$ cat src/design/dtc_pkg.sv
// shared types, constants and reset values of the depth to color registration block
`timescale 1ns / 1ps
package dtc_pkg;

    localparam int MAX_WIDTH_DEF  = 1024;
    localparam int MAX_HEIGHT_DEF = 512;

    localparam logic [63:0] DEPTH_INTR_RST = 64'd1080885901325770560;
    localparam logic [63:0] COLOR_INTR_RST = 64'd1080885901325770560;
    localparam logic [63:0] ROW_X_RST      = 64'd16384;
    localparam logic [63:0] ROW_Y_RST      = 64'd1073741824;
    localparam logic [63:0] ROW_Z_RST      = 64'd70368744177664;
    localparam logic [63:0] PROJ_OFF_RST   = 64'd0;
    localparam logic [10:0] FRAME_W_RST    = 11'd640;
    localparam logic [9:0]  FRAME_H_RST    = 10'd480;

    // half of one Q1.14 unit, for round half up
    localparam logic signed [63:0] ROT_ROUND = 64'sd8192;

    typedef enum logic [2:0] {
        CFG_DEPTH_INTR,
        CFG_COLOR_INTR,
        CFG_ROW_X,
        CFG_ROW_Y,
        CFG_ROW_Z,
        CFG_PROJ_OFF,
        CFG_FRAME_W,
        CFG_FRAME_H
    } cfg_idx_t;

    typedef enum logic [2:0] {
        GRP_ROW_X,
        GRP_ROW_Y,
        GRP_ROW_Z,
        GRP_PROJ_U,
        GRP_PROJ_V
    } mac_grp_t;

    typedef enum logic [1:0] {
        DIV_X,
        DIV_Y,
        DIV_U,
        DIV_V
    } div_sel_t;

    typedef struct packed {
        logic     clr_step;
        logic     in_load;
        logic     pre_calc;
        logic     div_start;
        div_sel_t div_sel;
        logic     mac_start;
        logic     mac_load;
        mac_grp_t mac_grp;
        logic [1:0] mac_term;
        logic     row_store;
        logic     sc_check;
        logic     sc_write;
        logic     rd_addr;
        logic     rd_finish;
    } dtc_cmd_t;

    typedef struct packed {
        logic clr_last;
        logic skip;
        logic div_done;
        logic mac_done;
        logic zp_bad;
        logic off_frame;
    } dtc_stat_t;

endpackage

$ cat src/design/dtc_ctrl.sv
// controller: sequences the clearing pass, reads and the scatter arithmetic
`timescale 1ns / 1ps
module dtc_ctrl (
    input  logic               aclk,
    input  logic               aresetn,
    input  logic               s_tvalid,
    output logic               s_tready,
    input  logic               mode,
    output logic               m_tvalid,
    input  logic               m_tready,
    input  dtc_pkg::dtc_stat_t stat,
    output dtc_pkg::dtc_cmd_t  cmd
);
    import dtc_pkg::*;

    typedef enum logic [3:0] {
        ST_CLEAR,
        ST_IDLE,
        ST_RD_ADDR,
        ST_RD_WAIT,
        ST_RD_DONE,
        ST_PRE,
        ST_DIV_GO,
        ST_DIV_WAIT,
        ST_MAC_GO,
        ST_MAC_WAIT,
        ST_ROW_STORE,
        ST_ZCHK,
        ST_CHECK,
        ST_SC_WAIT,
        ST_SC_WR
    } state_t;

    state_t     state_reg;
    mac_grp_t   grp_reg;
    logic [1:0] term_reg;
    div_sel_t   div_sel_reg;
    logic       m_tvalid_reg;

    logic out_free;
    logic last_term;
    assign out_free  = !m_tvalid_reg || m_tready;
    assign last_term = (grp_reg == GRP_PROJ_U || grp_reg == GRP_PROJ_V) ?
                       (term_reg == 2'd1) : (term_reg == 2'd2);

    always_ff @(posedge aclk) begin
        if (!aresetn) begin
            state_reg    <= ST_CLEAR;
            grp_reg      <= GRP_ROW_X;
            term_reg     <= 2'd0;
            div_sel_reg  <= DIV_X;
            m_tvalid_reg <= 1'b0;
        end else begin
            if (m_tvalid_reg && m_tready) begin
                m_tvalid_reg <= 1'b0;
            end
            unique case (state_reg)
                ST_CLEAR: begin
                    if (stat.clr_last) state_reg <= ST_IDLE;
                end
                ST_IDLE: begin
                    if (s_tvalid) state_reg <= mode ? ST_RD_ADDR : ST_PRE;
                end
                ST_RD_ADDR: state_reg <= ST_RD_WAIT;
                ST_RD_WAIT: state_reg <= ST_RD_DONE;
                ST_RD_DONE: begin
                    if (out_free) begin
                        m_tvalid_reg <= 1'b1;
                        state_reg    <= ST_IDLE;
                    end
                end
                ST_PRE: begin
                    if (stat.skip) begin
                        state_reg <= ST_IDLE;
                    end else begin
                        div_sel_reg <= DIV_X;
                        state_reg   <= ST_DIV_GO;
                    end
                end
                ST_DIV_GO: state_reg <= ST_DIV_WAIT;
                ST_DIV_WAIT: begin
                    if (stat.div_done) begin
                        unique case (div_sel_reg)
                            DIV_X: begin
                                div_sel_reg <= DIV_Y;
                                state_reg   <= ST_DIV_GO;
                            end
                            DIV_Y: begin
                                grp_reg   <= GRP_ROW_X;
                                term_reg  <= 2'd0;
                                state_reg <= ST_MAC_GO;
                            end
                            DIV_U: begin
                                grp_reg   <= GRP_PROJ_V;
                                term_reg  <= 2'd0;
                                state_reg <= ST_MAC_GO;
                            end
                            DIV_V: state_reg <= ST_CHECK;
                        endcase
                    end
                end
                ST_MAC_GO: state_reg <= ST_MAC_WAIT;
                ST_MAC_WAIT: begin
                    if (stat.mac_done) begin
                        priority if (!last_term) begin
                            term_reg  <= term_reg + 2'd1;
                            state_reg <= ST_MAC_GO;
                        end else if (grp_reg == GRP_PROJ_U) begin
                            div_sel_reg <= DIV_U;
                            state_reg   <= ST_DIV_GO;
                        end else if (grp_reg == GRP_PROJ_V) begin
                            div_sel_reg <= DIV_V;
                            state_reg   <= ST_DIV_GO;
                        end else begin
                            state_reg <= ST_ROW_STORE;
                        end
                    end
                end
                ST_ROW_STORE: begin
                    term_reg <= 2'd0;
                    priority if (grp_reg == GRP_ROW_Z) begin
                        state_reg <= ST_ZCHK;
                    end else if (grp_reg == GRP_ROW_X) begin
                        grp_reg   <= GRP_ROW_Y;
                        state_reg <= ST_MAC_GO;
                    end else begin
                        grp_reg   <= GRP_ROW_Z;
                        state_reg <= ST_MAC_GO;
                    end
                end
                ST_ZCHK: begin
                    if (stat.zp_bad) begin
                        state_reg <= ST_IDLE;
                    end else begin
                        grp_reg   <= GRP_PROJ_U;
                        term_reg  <= 2'd0;
                        state_reg <= ST_MAC_GO;
                    end
                end
                ST_CHECK:   state_reg <= stat.off_frame ? ST_IDLE : ST_SC_WAIT;
                ST_SC_WAIT: state_reg <= ST_SC_WR;
                ST_SC_WR:   state_reg <= ST_IDLE;
                default:    state_reg <= ST_IDLE;
            endcase
        end
    end

    always_comb begin
        cmd           = '0;
        cmd.clr_step  = (state_reg == ST_CLEAR);
        cmd.in_load   = (state_reg == ST_IDLE) && s_tvalid;
        cmd.pre_calc  = (state_reg == ST_PRE);
        cmd.div_start = (state_reg == ST_DIV_GO);
        cmd.div_sel   = div_sel_reg;
        cmd.mac_start = (state_reg == ST_MAC_GO);
        cmd.mac_load  = (term_reg == 2'd0);
        cmd.mac_grp   = grp_reg;
        cmd.mac_term  = term_reg;
        cmd.row_store = (state_reg == ST_ROW_STORE);
        cmd.sc_check  = (state_reg == ST_CHECK);
        cmd.sc_write  = (state_reg == ST_SC_WR);
        cmd.rd_addr   = (state_reg == ST_RD_ADDR);
        cmd.rd_finish = (state_reg == ST_RD_DONE) && out_free;
    end

    assign s_tready = (state_reg == ST_IDLE);
    assign m_tvalid = m_tvalid_reg;
endmodule

$ cat config.mk
export PLATFORM = sky130hd
export DESIGN_NAME = dtc_ctrl
export DESIGN_NICKNAME = d
export VERILOG_FILES = /design/src/design/dtc_pkg.sv /design/src/design/dtc_ctrl.sv
export SDC_FILE = /design/constraint.sdc
export NUM_CORES = 1
export LEC_CHECK = 0
export CELL_PAD_IN_SITES_DETAIL_PLACEMENT = 1
export CELL_PAD_IN_SITES_GLOBAL_PLACEMENT = 1
export CORE_MARGIN = 2
export CORE_UTILIZATION = 35
export DETAILED_ROUTE_END_ITERATION = 8
export DONT_BUFFER_PORTS = 1
export PLACE_DENSITY_LB_ADDON = 0.1
export SLEW_MARGIN = 20
export SYNTH_ARGS = -nofsm -noshare
export SYNTH_HDL_FRONTEND = slang
export SYNTH_SLANG_ARGS = --single-unit
$ cat constraint.sdc
create_clock -name aclk -period 1.55 [get_ports aclk]
set_clock_uncertainty 0.05 [all_clocks]
set_input_delay 0.155 -clock aclk [delete_from_list [all_inputs] [get_ports aclk]]
set_output_delay 0.155 -clock aclk [all_outputs]
set_load 0.02 [all_outputs]
# Word level (Yosys, flattened, before mapping)
# Cells that the tools add are included.
# W data, S select, Z words.
[op_classes]
addsub = 1
n_eq_ne = 36
muxes = 39
reduce_logical = 18
[ops]
columns = ["cell", "n"]
rows = [
  ["$pmux W4 S14", 1],
  ["$mux W4", 10],
  ["$eq A4 B4 Y1 const B", 7],
  ["$mux W2", 14],
  ["$ne A2 B2 Y1 const B", 12],
  ["$eq A4 B3 Y1 const B", 4],
  ["$mux W3", 5],
  ["$pmux W4 S3", 1],
  ["$reduce_and A5 Y1", 2],
  ["$pmux W3 S3", 1],
  ["$eq A4 B2 Y1 const B", 2],
  ["$pmux W2 S4", 1],
  ["$reduce_and A7 Y1", 1],
  ["$eq A2 B2 Y1 const B", 3],
  ["$eq A3 B2 Y1 const B", 2],
  ["$ne A3 B3 Y1 const B", 2],
  ["$pmux W2 S3", 1],
  ["$pmux W3 S2", 1],
  ["$reduce_and A6 Y1", 1],
  ["$reduce_bool A3 Y1", 2],
  ["$eq A2 B1 Y1 const B", 2],
  ["$eq A4 B1 Y1 const B", 1],
  ["$logic_not A2 Y1", 2],
  ["$logic_not A4 Y1", 1],
  ["other kinds (9)", 15],
]
[word_totals]
reg_bits = 12
in_bits = 11
word_cells = 99

# Longest topological paths before layout
# Gate-level depths: netlist of run 1.
[depth]
depth_word = 6
depth_mapped = 7

# Worst setup path before layout of run 1
# No wires, ideal clock.
[synth_timing]
path_kind = "reg-to-reg"
from = "register div_sel_reg[0]"
to = "register grp_reg[1]"
arrival_time_ns = 1.502
required_time_ns = 1.381
slack_ns = -0.121
path_stages_with_launch = 6
n_path_buf = 0
cell_sequence = "dfxtp_1 -> inv_1 -> ha_1 -> o311ai_2 -> nor2_1 -> o221a_2"
[synth_via]
elab_chain_cells = 3
elab_cells_between_ends = 4
cone_classes = "3 x eq/ne; 1 x reduce/logical"
[synth_rtl]
columns = ["element", "line", "source"]
rows = [
  ["start: declaration", "dtc_ctrl.sv:37", "div_sel_t div_sel_reg;"],
  ["start signal: assignment", "dtc_ctrl.sv:51", "div_sel_reg <= DIV_X;"],
  ["start signal: assignment", "dtc_ctrl.sv:76", "div_sel_reg <= DIV_X;"],
  ["start signal: assignment", "dtc_ctrl.sv:85", "div_sel_reg <= DIV_Y;"],
  ["$eq A2 B2 Y1 or $eq A2 B1 Y1 (tied branches)", "dtc_ctrl.sv:83", "unique case (div_sel_reg)"],
  ["$ne A3 B3 Y1 (no source line) (*)", "n/a", ""],
  ["$reduce_and A5 Y1 (no source line) (*)", "n/a", ""],
  ["end signal: assignment", "dtc_ctrl.sv:89", "grp_reg <= GRP_ROW_X;"],
  ["end signal: assignment", "dtc_ctrl.sv:94", "grp_reg <= GRP_PROJ_V;"],
  ["end signal: assignment", "dtc_ctrl.sv:124", "grp_reg <= GRP_ROW_Y;"],
  ["end: declaration", "dtc_ctrl.sv:35", "mac_grp_t grp_reg;"],
]
# Mark *: on every way between the ends. The rest lies on a longest branch, timed or not.
# A chain may end at the register's enable or synchronous reset.

# Final worst setup path of run 1
[layout_timing]
from = "register state_reg[2]"
to = "register state_reg[0]"
[layout_via]
elab_chain_cells = 3
elab_cells_between_ends = 21
cone_classes = "18 x eq/ne; 1 x mux; 2 x reduce/logical"
[layout_rtl]
columns = ["element", "line", "source"]
rows = [
  ["start: declaration", "dtc_ctrl.sv:34", "state_t state_reg;"],
  ["start signal: assignment", "dtc_ctrl.sv:62", "if (s_tvalid) state_reg <= mode ? ST_RD_ADDR : ST_PRE;"],
  ["start signal: assignment", "dtc_ctrl.sv:140", "ST_CHECK: state_reg <= stat.off_frame ? ST_IDLE : ST_SC_WAIT;"],
  ["$eq A4 B3 Y1 (tied with other cells)", "dtc_ctrl.sv:57", "unique case (state_reg)"],
  ["$ne A2 B2 Y1 (no source line)", "n/a", ""],
  ["$reduce_and A5 Y1 (no source line)", "n/a", ""],
]
# Several ways; a longest one is shown, not always the timed one.

==> out/results.txt, run 1 <==
Ys Warns: 0
via/cell ratio: 6.52
sequential area share after synthesis: 0.208
CTS max path bufs: 2
DRT iter0 DRCs: 159
worst-path fanout max: 6
Detailed Routing Iterations Pass 1: 4
Avg Inst Size Synth: 7.23 µm²
Worst Hold Class: input pin to flip-flop
Die Area: 3780 µm²
most common cell after layout, fill and taps aside: buf_4
WHS Path Cells: 2
layout cell share with drive strength beyond 1: 0.620
Main synth FF type: dfxtp_1
DRT antenna net count: 0
num ports: 31
GP Congestion: 0.911
GRT Util Overall: 0.316
Worst Tran Pin Value: 0.490 ns
FF+latch count, synth: 12
Seq pwr share: 0.435
total number of vias: 1727
Nets: 239
Die X: 61.5 µm
Clk pwr share: 0.279
Setup crit start kind: flip-flop
Tcrit/Tclk final: 1.15
peak supply drop: 0.257 mV
cells on worst reg2reg path: 7
std cell rows: 20
critical path class: flip-flop to flip-flop
Max Freq: 563 MHz
post-DP HPWL: 3520 µm
Internal: 0.489 mW
Die H: 61.5 µm
clock sink count: 12
# port buffers: 0
Mapped Nets: 176
Initial Utilization: 0.373
clock slew at reported path FFs: 0.08 ns
vias in the first global route: 1667
total CTS buffers: 3
# fillers: 364
DRC viols: 0
EDFF count, synth: 0
max_cap viols: 0
CTS HTree Levels: 1
DRT Wirelength: 7160 µm
max-slew violation count: 0
Worst slew margin: 0.672
Root Driver: clkbuf_4
grt ovf: 0
endpoints failing hold: 0
Area growth syn-to-layout: 78.4%
unrepaired setup endpoints after global routing: true
Req. time, crit path: 1.69 ns
total negative slack: -1.53 ns
Worst-Skew Late Latency: 0.28 ns
final worst slack: -0.227 ns
switch share: 0.327
setup violators final: 18
Sw Pwr: 0.238 mW
Mapped Area: 1160 µm²
largest net degree at the start of global routing: 14
core area: 3100 µm²
first-pass GRT wire length: 8600 µm
Largest register FFs: 4
leakage: 0.808 nW
Combinational Power Share: 0.286
asr flop ratio synth: 0
CTS tree: yes
Setup WS pre-CTS: -0.159 ns
CP Capture Type: flip-flop
highest-count cells in the layout ignoring fill and taps: 54 x buf_4, 16 x nand2_1, 12 x buf_6
total power per unit cell area: 352 nW/µm²
Arr. time, crit path: 1.91 ns
WL per Instance: 27.0 µm
synthesized instance count: 160
Antenna Cells: 0
Cell variety after synth: 50
status: finished with violations
initial antenna violation count: 0
failing checks: setup timing
Tmin final: 1.78 ns
final hold slack: 0.0110 ns
[worst max-delay path, stage by stage (launching register included)]
cell and delay (ns):
dfxtp_4 0.39, buf_4 0.18, nor4b_4 0.25, buf_4 0.18, nor2_1 0.04, a21oi_1 0.21, o21ai_1 0.13, a221oi_2 0.25
[synth_stat cells, types with 2 or more instances]
cell      instances  area share
nor3_1            9       0.039
ha_1              5       0.054
a31oi_1           2       0.011
nand2b_1          4       0.022
clkbuf_1          5       0.016
nor3b_1           3       0.019
o311a_1           2       0.017
inv_1             8       0.026
nor4_1            2       0.011
nor2b_1           5       0.027
nand2_1          21       0.068
dfxtp_1          12        0.21
a31o_2            2       0.015
o21ai_0           9       0.039
o22ai_1           2       0.011
a21oi_1           9       0.039
buf_2             5       0.022
nor2_1           12       0.039
a32oi_1           2       0.015
o311ai_1          2       0.015
o221a_2           2       0.019
and3_1            2       0.011
o21ai_1           3       0.013
nand3_1           6       0.026
[kinds of logic (layout without fill, tap and decap cells)]
kind of cell,Yosys count,in the layout,share of synthesized area
AND/OR/NAND/NOR,73,73,0.341
AO/OA/AOI/OAI,49,49,0.315
buffers and inverters,21,82,0.0832
flip-flops,12,12,0.208
adder cells (fa/ha/maj),5,5,0.0541
[final timing paths]
| kind | startpoint | end | slack [ns] |
|---|---|---|---|
| max | state_reg[2] | state_reg[0] | -0.23 |
| min | aresetn | grp_reg[2] | 0.01 |
| max reg2reg | state_reg[2] | state_reg[0] | -0.23 |
| min reg2reg | grp_reg[2] | grp_reg[2] | 0.57 |
[timing repair]
item,in CTS,in global routing
endpoints found under the hold margin,8,0
pin swaps,13,9
hold buffers,1,0
setup buffers,10,4
gates resized for setup,55,36
setup endpoints to repair,22,22
[final cells by class]
class | count | area [µm²] | area share
Timing Repair Buffer | 70 | 596 | 0.288
Clock buffer | 3 | 22.5 | 0.0109
Sequential cell | 12 | 262 | 0.127
Multi-Input combinational cell | 127 | 1090 | 0.529
Tap cell | 44 | 55.1 | 0.0267
Inverter | 9 | 37.5 | 0.0182
[power groups by stage]
stage               clock network [mW]  logic [mW]  registers, mW
floorplan                            0      0.0833          0.320
global placement                     0       0.124          0.324
detailed placement                   0       0.128          0.324
CTS                              0.206       0.173          0.314
global route                     0.213       0.213          0.315
finish                           0.203       0.208          0.316
[metrics by stage]
stage	utilization	cells	power [mW]	cell area [µm²]
finish	0.665	265	0.727	2060
global route	0.665	265	0.741	2060
CTS	0.609	261	0.692	1890
detailed placement	0.508	248	0.453	1580
global placement	0.508	248	0.448	1580
floorplan	-	160	0.403	1160
[per-layer routing]
layer	share of wire	wire, µm	up-vias	track usage
li1	-	-	715	-
met1	0.36	2600	837	0.362
met2	0.48	3450	132	0.558
met3	0.094	675	43	0.0840
met4	0.060	430	0	0.122
met5	0	0	-	0
(Power assumes the default switching activity.)
==> run 2: changes to the inputs <==
--- a/config.mk
+++ b/config.mk
@@ -5,6 +5,7 @@
 export SDC_FILE = /design/constraint.sdc
 export NUM_CORES = 1
 export LEC_CHECK = 0
+export CAP_MARGIN = 10
 export CELL_PAD_IN_SITES_DETAIL_PLACEMENT = 1
 export CELL_PAD_IN_SITES_GLOBAL_PLACEMENT = 1
 export CORE_MARGIN = 2
@@ -12,6 +13,8 @@
 export DETAILED_ROUTE_END_ITERATION = 8
 export DONT_BUFFER_PORTS = 1
 export PLACE_DENSITY_LB_ADDON = 0.1
+export RECOVER_POWER = 100
+export REMOVE_ABC_BUFFERS = 1
 export SLEW_MARGIN = 20
 export SYNTH_ARGS = -nofsm -noshare
 export SYNTH_HDL_FRONTEND = slang
==> run 2 against run 1 <==
Against the previous run:
- the run still ends with setup timing left
- wire length shrank 30%
- hold slack better by 0.034 ns
- largest cell class unchanged
- utilization is 2.6 points lower
- final cell count decreased by 3.8%
- combinational power down 12%
- first-iteration DRC count is 68% lower
==> out/results.txt, run 2 (synthesized netlist as in run 1, its figures left out) <==
status: finished with violations
failing checks: setup timing
Req. time, crit path: 1.34 ns
Worst slew margin: 0.712
DR WL met2: 2600 µm
std cell rows: 20
Largest register FFs: 4
WHS Path Cells: 2
peak supply drop: 0.333 mV
Detailed Routing Iterations Pass 1: 4
met3 wire len: 194 µm
Die H: 61.5 µm
critical path class: flip-flop to output pin
Tmin final: 1.65 ns
Setup crit start kind: flip-flop
total negative slack: -0.351 ns
vias in the first global route: 1419
first-pass GRT wire length: 7160 µm
Cells after DPL: 248
Worst R2R Start: state_reg[1]
total CTS buffers: 3
crit-path leading delay family: buffers and inverters
DRT iter0 DRCs: 51
via/cell ratio: 5.68
slowest stage delay, CP: 0.40 ns
GRT Util Overall: 0.264
hold_sp: aresetn
slowest library cell on the worst path: dfxtp_4
CTS max path bufs: 2
met1 WL: 2040 µm
Max Freq: 608 MHz
Worst-Skew Late Latency: 0.29 ns
Initial Utilization: 0.373
max-slew violation count: 0
Worst Tran Pin Value: 0.430 ns
CTS tree: yes
# fillers: 378
CP bufs+invs: 3
max_cap viols: 0
final worst slack: -0.0953 ns
# port buffers: 0
Area growth syn-to-layout: 71.5%
Worst Hold Path EP: m_tvalid
Arr. time, crit path: 1.44 ns
leakage: 0.764 nW
Die Area: 3780 µm²
Nets: 229
worst reg2reg path endpoint: state_reg[1]
unrepaired setup endpoints after global routing: true
cells along the critical path: buf_6, buf_4, nand2b_4, nor3b_2, buf_4
Worst Hold Class: input pin to flip-flop
uppermost layer routed: met4
most common cell after layout, fill and taps aside: buf_4
clock sink count: 12
cells on worst reg2reg path: 7
Die X: 61.5 µm
layout cell share with drive strength beyond 1: 0.564
DRC viols: 0
post-layout util: 0.640
Tcrit/Tclk final: 1.06
endpoints failing hold: 0
total number of vias: 1448
highest-count cells in the layout ignoring fill and taps: 36 x buf_4, 16 x buf_6, 15 x nand2_1
setup violators final: 8
CP Capture Type: output pin
post-DP HPWL: 3210 µm
clock slew at reported path FFs: 0.08 ns
core area: 3100 µm²
initial antenna violation count: 0
crit-path most repeated cell: buf_4
WL per Instance: 19.7 µm
Antenna Cells: 0
DRT antenna net count: 0
Root Driver: clkbuf_4
final hold slack: 0.0445 ns
internal reg-to-reg setup slack: -0.08 ns
GP Congestion: 0.831
CTS HTree Levels: 1
grt ovf: 0
total power per unit cell area: 355 nW/µm²
num ports: 31
worst-path fanout max: 6
DRT Wirelength: 5020 µm
Cell Count, Final, Fillers Out: 255
largest net degree at the start of global routing: 14
## run 2: routing by layer
metal	vias up	GRT usage
met3	16	0.0588
met2	36	0.456
met4	0	0.0851
met1	699	0.325
li1	697	-
met5	-	0
## run 2: worst max-delay path by stage
| stage | startpoint | endpoint | slack (ns) | cells after the start |
|---|---|---|---|---|
| final | state_reg[3] | cmd[3] | -0.1 | 5 |
| after global routing | state_reg[3] | cmd[3] | -0.15 | 5 |
| after CTS | state_reg[3] | cmd[4] | -0.05 | 6 |
| after detailed placement | state_reg[2] | state_reg[0] | -0.18 | 7 |
| after global placement | state_reg[2] | state_reg[0] | -0.18 | 7 |
| after floorplan | state_reg[2] | state_reg[3] | -0.38 | 5 |
## run 2: what timing repair did
| item | CTS | global route |
|---|---|---|
| gates resized for setup | 42 | 52 |
| hold endpoints to repair | 8 | 1 |
| endpoints found under the setup margin | 20 | 20 |
| setup buffers | 5 | 0 |
| hold buffers | 1 | 1 |
| pin swaps | 14 | 15 |
## run 2: where the power goes
group          total (mW)  internal, mW  switching, mW  leakage [nW]
Combinational       0.184        0.0802          0.104         0.648
Sequential          0.313         0.307        0.00598         0.102
Clock               0.208        0.0905          0.117        0.0138
## run 2: area by class of cell
cell class / instances / area [µm²] / share of cell area
flip-flops and latches: 12 / 258 / 0.130
inverters: 9 / 33.8 / 0.0170
clock buffers: 3 / 22.5 / 0.0113
well taps: 44 / 55.1 / 0.0277
repair buffers: 60 / 504 / 0.254
multi-input cells: 127 / 1110 / 0.560
## run 2: stage by stage
| stage | setup slack [ns] | cell area [µm²] | power (mW) |
|---|---|---|---|
| 2_1_floorplan | -0.380 | 1090 | 0.394 |
| 3_3_place_gp | -0.179 | 1570 | 0.447 |
| 3_5_place_dp | -0.185 | 1570 | 0.450 |
| 4_1_cts | -0.0506 | 1790 | 0.675 |
| 5_1_grt | -0.154 | 1980 | 0.732 |
| 6_report | -0.0953 | 1980 | 0.705 |
## run 2: worst register-to-register path, cell delays in order, from the launching register on
cell      delay, ns
dfxtp_4        0.39
buf_8          0.15
buf_4          0.14
nor3b_1        0.13
a21oi_1        0.20
o22a_1         0.23
o221ai_2       0.10
o211a_1        0.13
==> run 3: changes to the inputs <==
--- a/config.mk
+++ b/config.mk
@@ -5,15 +5,15 @@
 export SDC_FILE = /design/constraint.sdc
 export NUM_CORES = 1
 export LEC_CHECK = 0
+export ABC_AREA = 1
 export CAP_MARGIN = 10
 export CELL_PAD_IN_SITES_DETAIL_PLACEMENT = 1
 export CELL_PAD_IN_SITES_GLOBAL_PLACEMENT = 1
-export CORE_MARGIN = 2
 export CORE_UTILIZATION = 35
 export DETAILED_ROUTE_END_ITERATION = 8
 export DONT_BUFFER_PORTS = 1
 export PLACE_DENSITY_LB_ADDON = 0.1
-export RECOVER_POWER = 100
+export RECOVER_POWER = 25
 export REMOVE_ABC_BUFFERS = 1
 export SLEW_MARGIN = 20
 export SYNTH_ARGS = -nofsm -noshare
==> run 3 against run 2 <==
Against the previous run:
- the flow finishes with violations (DRC, hold timing, setup timing)
- wire length decreased by 7.4%
- hold slack got worse by 0.13 ns
- final cell count increased by 5.5%
- clock power increased by 30%
- synthesized cell count increased by 24%
- via count increased by 2.6%
- critical path type is now flip-flop to flip-flop
- design area decreased by 17%
- maximum frequency increased by 0.41%
- critical endpoint is now state_reg[1]
- synthesized area decreased by 6.3%
- die area decreased by 12%
==> out/results.txt, run 3 <==
status: finished with violations
failing checks: DRC, hold timing, setup timing
max_cap viols: 0
Worst Hold Class: input pin to flip-flop
switch share: 0.385
max-slew violation count: 0
Placement Cell Area: 1370 µm²
worst-path fanout max: 5
area of the multi-input gates: 901 µm²
most common cell in the netlist: nand2_1
largest net degree at the start of global routing: 10
Main synth FF type: dfxtp_1
most common cell after layout, fill and taps aside: nand2_1
DRT antenna net count: 0
CTS max path bufs: 2
Worst slew margin: 0.737
core area: 2850 µm²
slowest library cell on the worst path: dfxtp_4
Register Area: 258 µm²
Nets: 255
Worst-Skew Late Latency: 0.29 ns
critical path class: flip-flop to flip-flop
Cell variety after synth: 21
Detailed Routing Iterations Pass 1: 8
CTS tree: yes
total power per unit cell area: 638 nW/µm²
Tmin final: 1.64 ns
leakage: 0.849 nW
# port buffers: 0
final hold slack: -0.0820 ns
layout cell share with drive strength beyond 1: 0.395
final worst slack: -0.0887 ns
Sw Pwr: 0.403 mW
setup violators final: 3
total CTS buffers: 3
Die Area: 3330 µm²
std cell rows: 19
Ys Warns: 0
Mapped Area: 1080 µm²
slowest stage delay, CP: 0.38 ns
initial antenna violation count: 0
total negative slack: -0.197 ns
Setup crit start kind: flip-flop
CP Capture Type: flip-flop
grt ovf: 0
Combinational Power Share: 0.411
WL per Instance: 17.3 µm
final instance area: 1640 µm²
Root Driver: clkbuf_4
Arr. time, crit path: 1.80 ns
Synth area leaders: nand2_1 22%, dfxtp_1 22%, nor2_1 14%
Clk pwr share: 0.258
DRC viols: 2
Area growth syn-to-layout: 51.1%
endpoints failing hold: 8
Tcrit/Tclk final: 1.06
clock sink count: 12
Die H: 57.7 µm
vias in the first global route: 1510
CP bufs+invs: 3
DRT Wirelength: 4650 µm
Die X: 57.7 µm
Max Freq: 610 MHz
crit-path leading delay family: simple AND/OR/NAND/NOR gates
top cells by count, synth: 65 x nand2_1, 41 x nor2_1, 27 x inv_1
num ports: 31
Synth top area share: 0.225
clock slew at reported path FFs: 0.09 ns
internal reg-to-reg setup slack: -0.09 ns
via/cell ratio: 5.52
sequential area share after synthesis: 0.221
EDFF count, synth: 0
total number of vias: 1486
Largest register FFs: 4
Avg Inst Size Synth: 5.48 µm²
DRT iter0 DRCs: 58
peak supply drop: 0.615 mV
synthesized instance count: 198
post-DP HPWL: 3260 µm
Seq pwr share: 0.331
# fillers: 399
unrepaired setup endpoints after global routing: true
first-pass GRT wire length: 6800 µm
cells along the critical path: buf_6, nand2_4, nor2_4, buf_6, nand3_1, nand2_2, inv_1, nand2_1, nand2_1, a21oi_2
CTS HTree Levels: 1
highest-count cells in the layout ignoring fill and taps: 53 x nand2_1, 30 x buf_4, 29 x nor2_1
FF+latch count, synth: 12
Initial Utilization: 0.380
Internal: 0.642 mW
Req. time, crit path: 1.71 ns
Synth area leader: nand2_1
GRT Util Overall: 0.272
Antenna Cells: 0
Worst Tran Pin Value: 0.393 ns
GP Congestion: 0.875
asr flop ratio synth: 0
post-layout util: 0.575
## run 3: cell type report
class | instances | area share
timing repair buffer | 37 | 0.172
clock buffer | 4 | 0.0221
tap | 31 | 0.0237
inverter | 31 | 0.0756
multi-input combinational | 154 | 0.550
sequential | 12 | 0.157
## run 3: worst paths after layout
| check | startpoint | to | cells past startpoint |
|---|---|---|---|
| worst max-delay path | state_reg[0] | state_reg[1] | 10 |
| worst min-delay path | aresetn | grp_reg[0] | 2 |
| worst max register to register | state_reg[0] | state_reg[1] | 10 |
| worst min register to register | grp_reg[2] | grp_reg[2] | 2 |
## run 3: power by group through the flow
stage	clock, mW	combinational, mW	sequential (mW)
after detailed placement	0	0.311	0.348
final	0.270	0.430	0.346
after global routing	0.289	0.459	0.347
after CTS	0.270	0.347	0.339
after global placement	0	0.299	0.345
after floorplan	0	0.169	0.349
## run 3: repair_timing
item	in CTS	in global routing
setup endpoints to repair	20	19
setup buffers	1	6
gates resized for setup	18	50
pin swaps	1	14
endpoints found under the hold margin	8	8
## run 3: metal layers
metal / GRT usage / vias up / share of wire
li1: - / 687 / -
met1: 0.317 / 745 / 0.42
met2: 0.495 / 40 / 0.51
met3: 0.0603 / 14 / 0.041
met4: 0.0850 / 0 / 0.030
met5: 0 / - / 0
## run 3: cell families (layout without fill, tap and decap cells)
family,count (synthesis),in the layout,synth area share
buffers and inverters,32,72,0.112
and+or+nand+nor,139,139,0.561
adders and majority gates,5,5,0.0577
DFF,12,12,0.221
AOI/OAI and AO/OA,10,10,0.0484
## run 3: through the flow
stage	power (mW)	cells	hold WS [ns]	setup slack (ns)
2_1_floorplan	0.518	197	0.225	0.0250
3_3_place_gp	0.644	261	0.227	-0.0160
3_5_place_dp	0.659	261	0.233	-0.103
4_1_cts	0.956	266	-0.0718	-0.0103
5_1_grt	1.10	269	-0.0849	-0.141
6_report	1.05	269	-0.0820	-0.0887
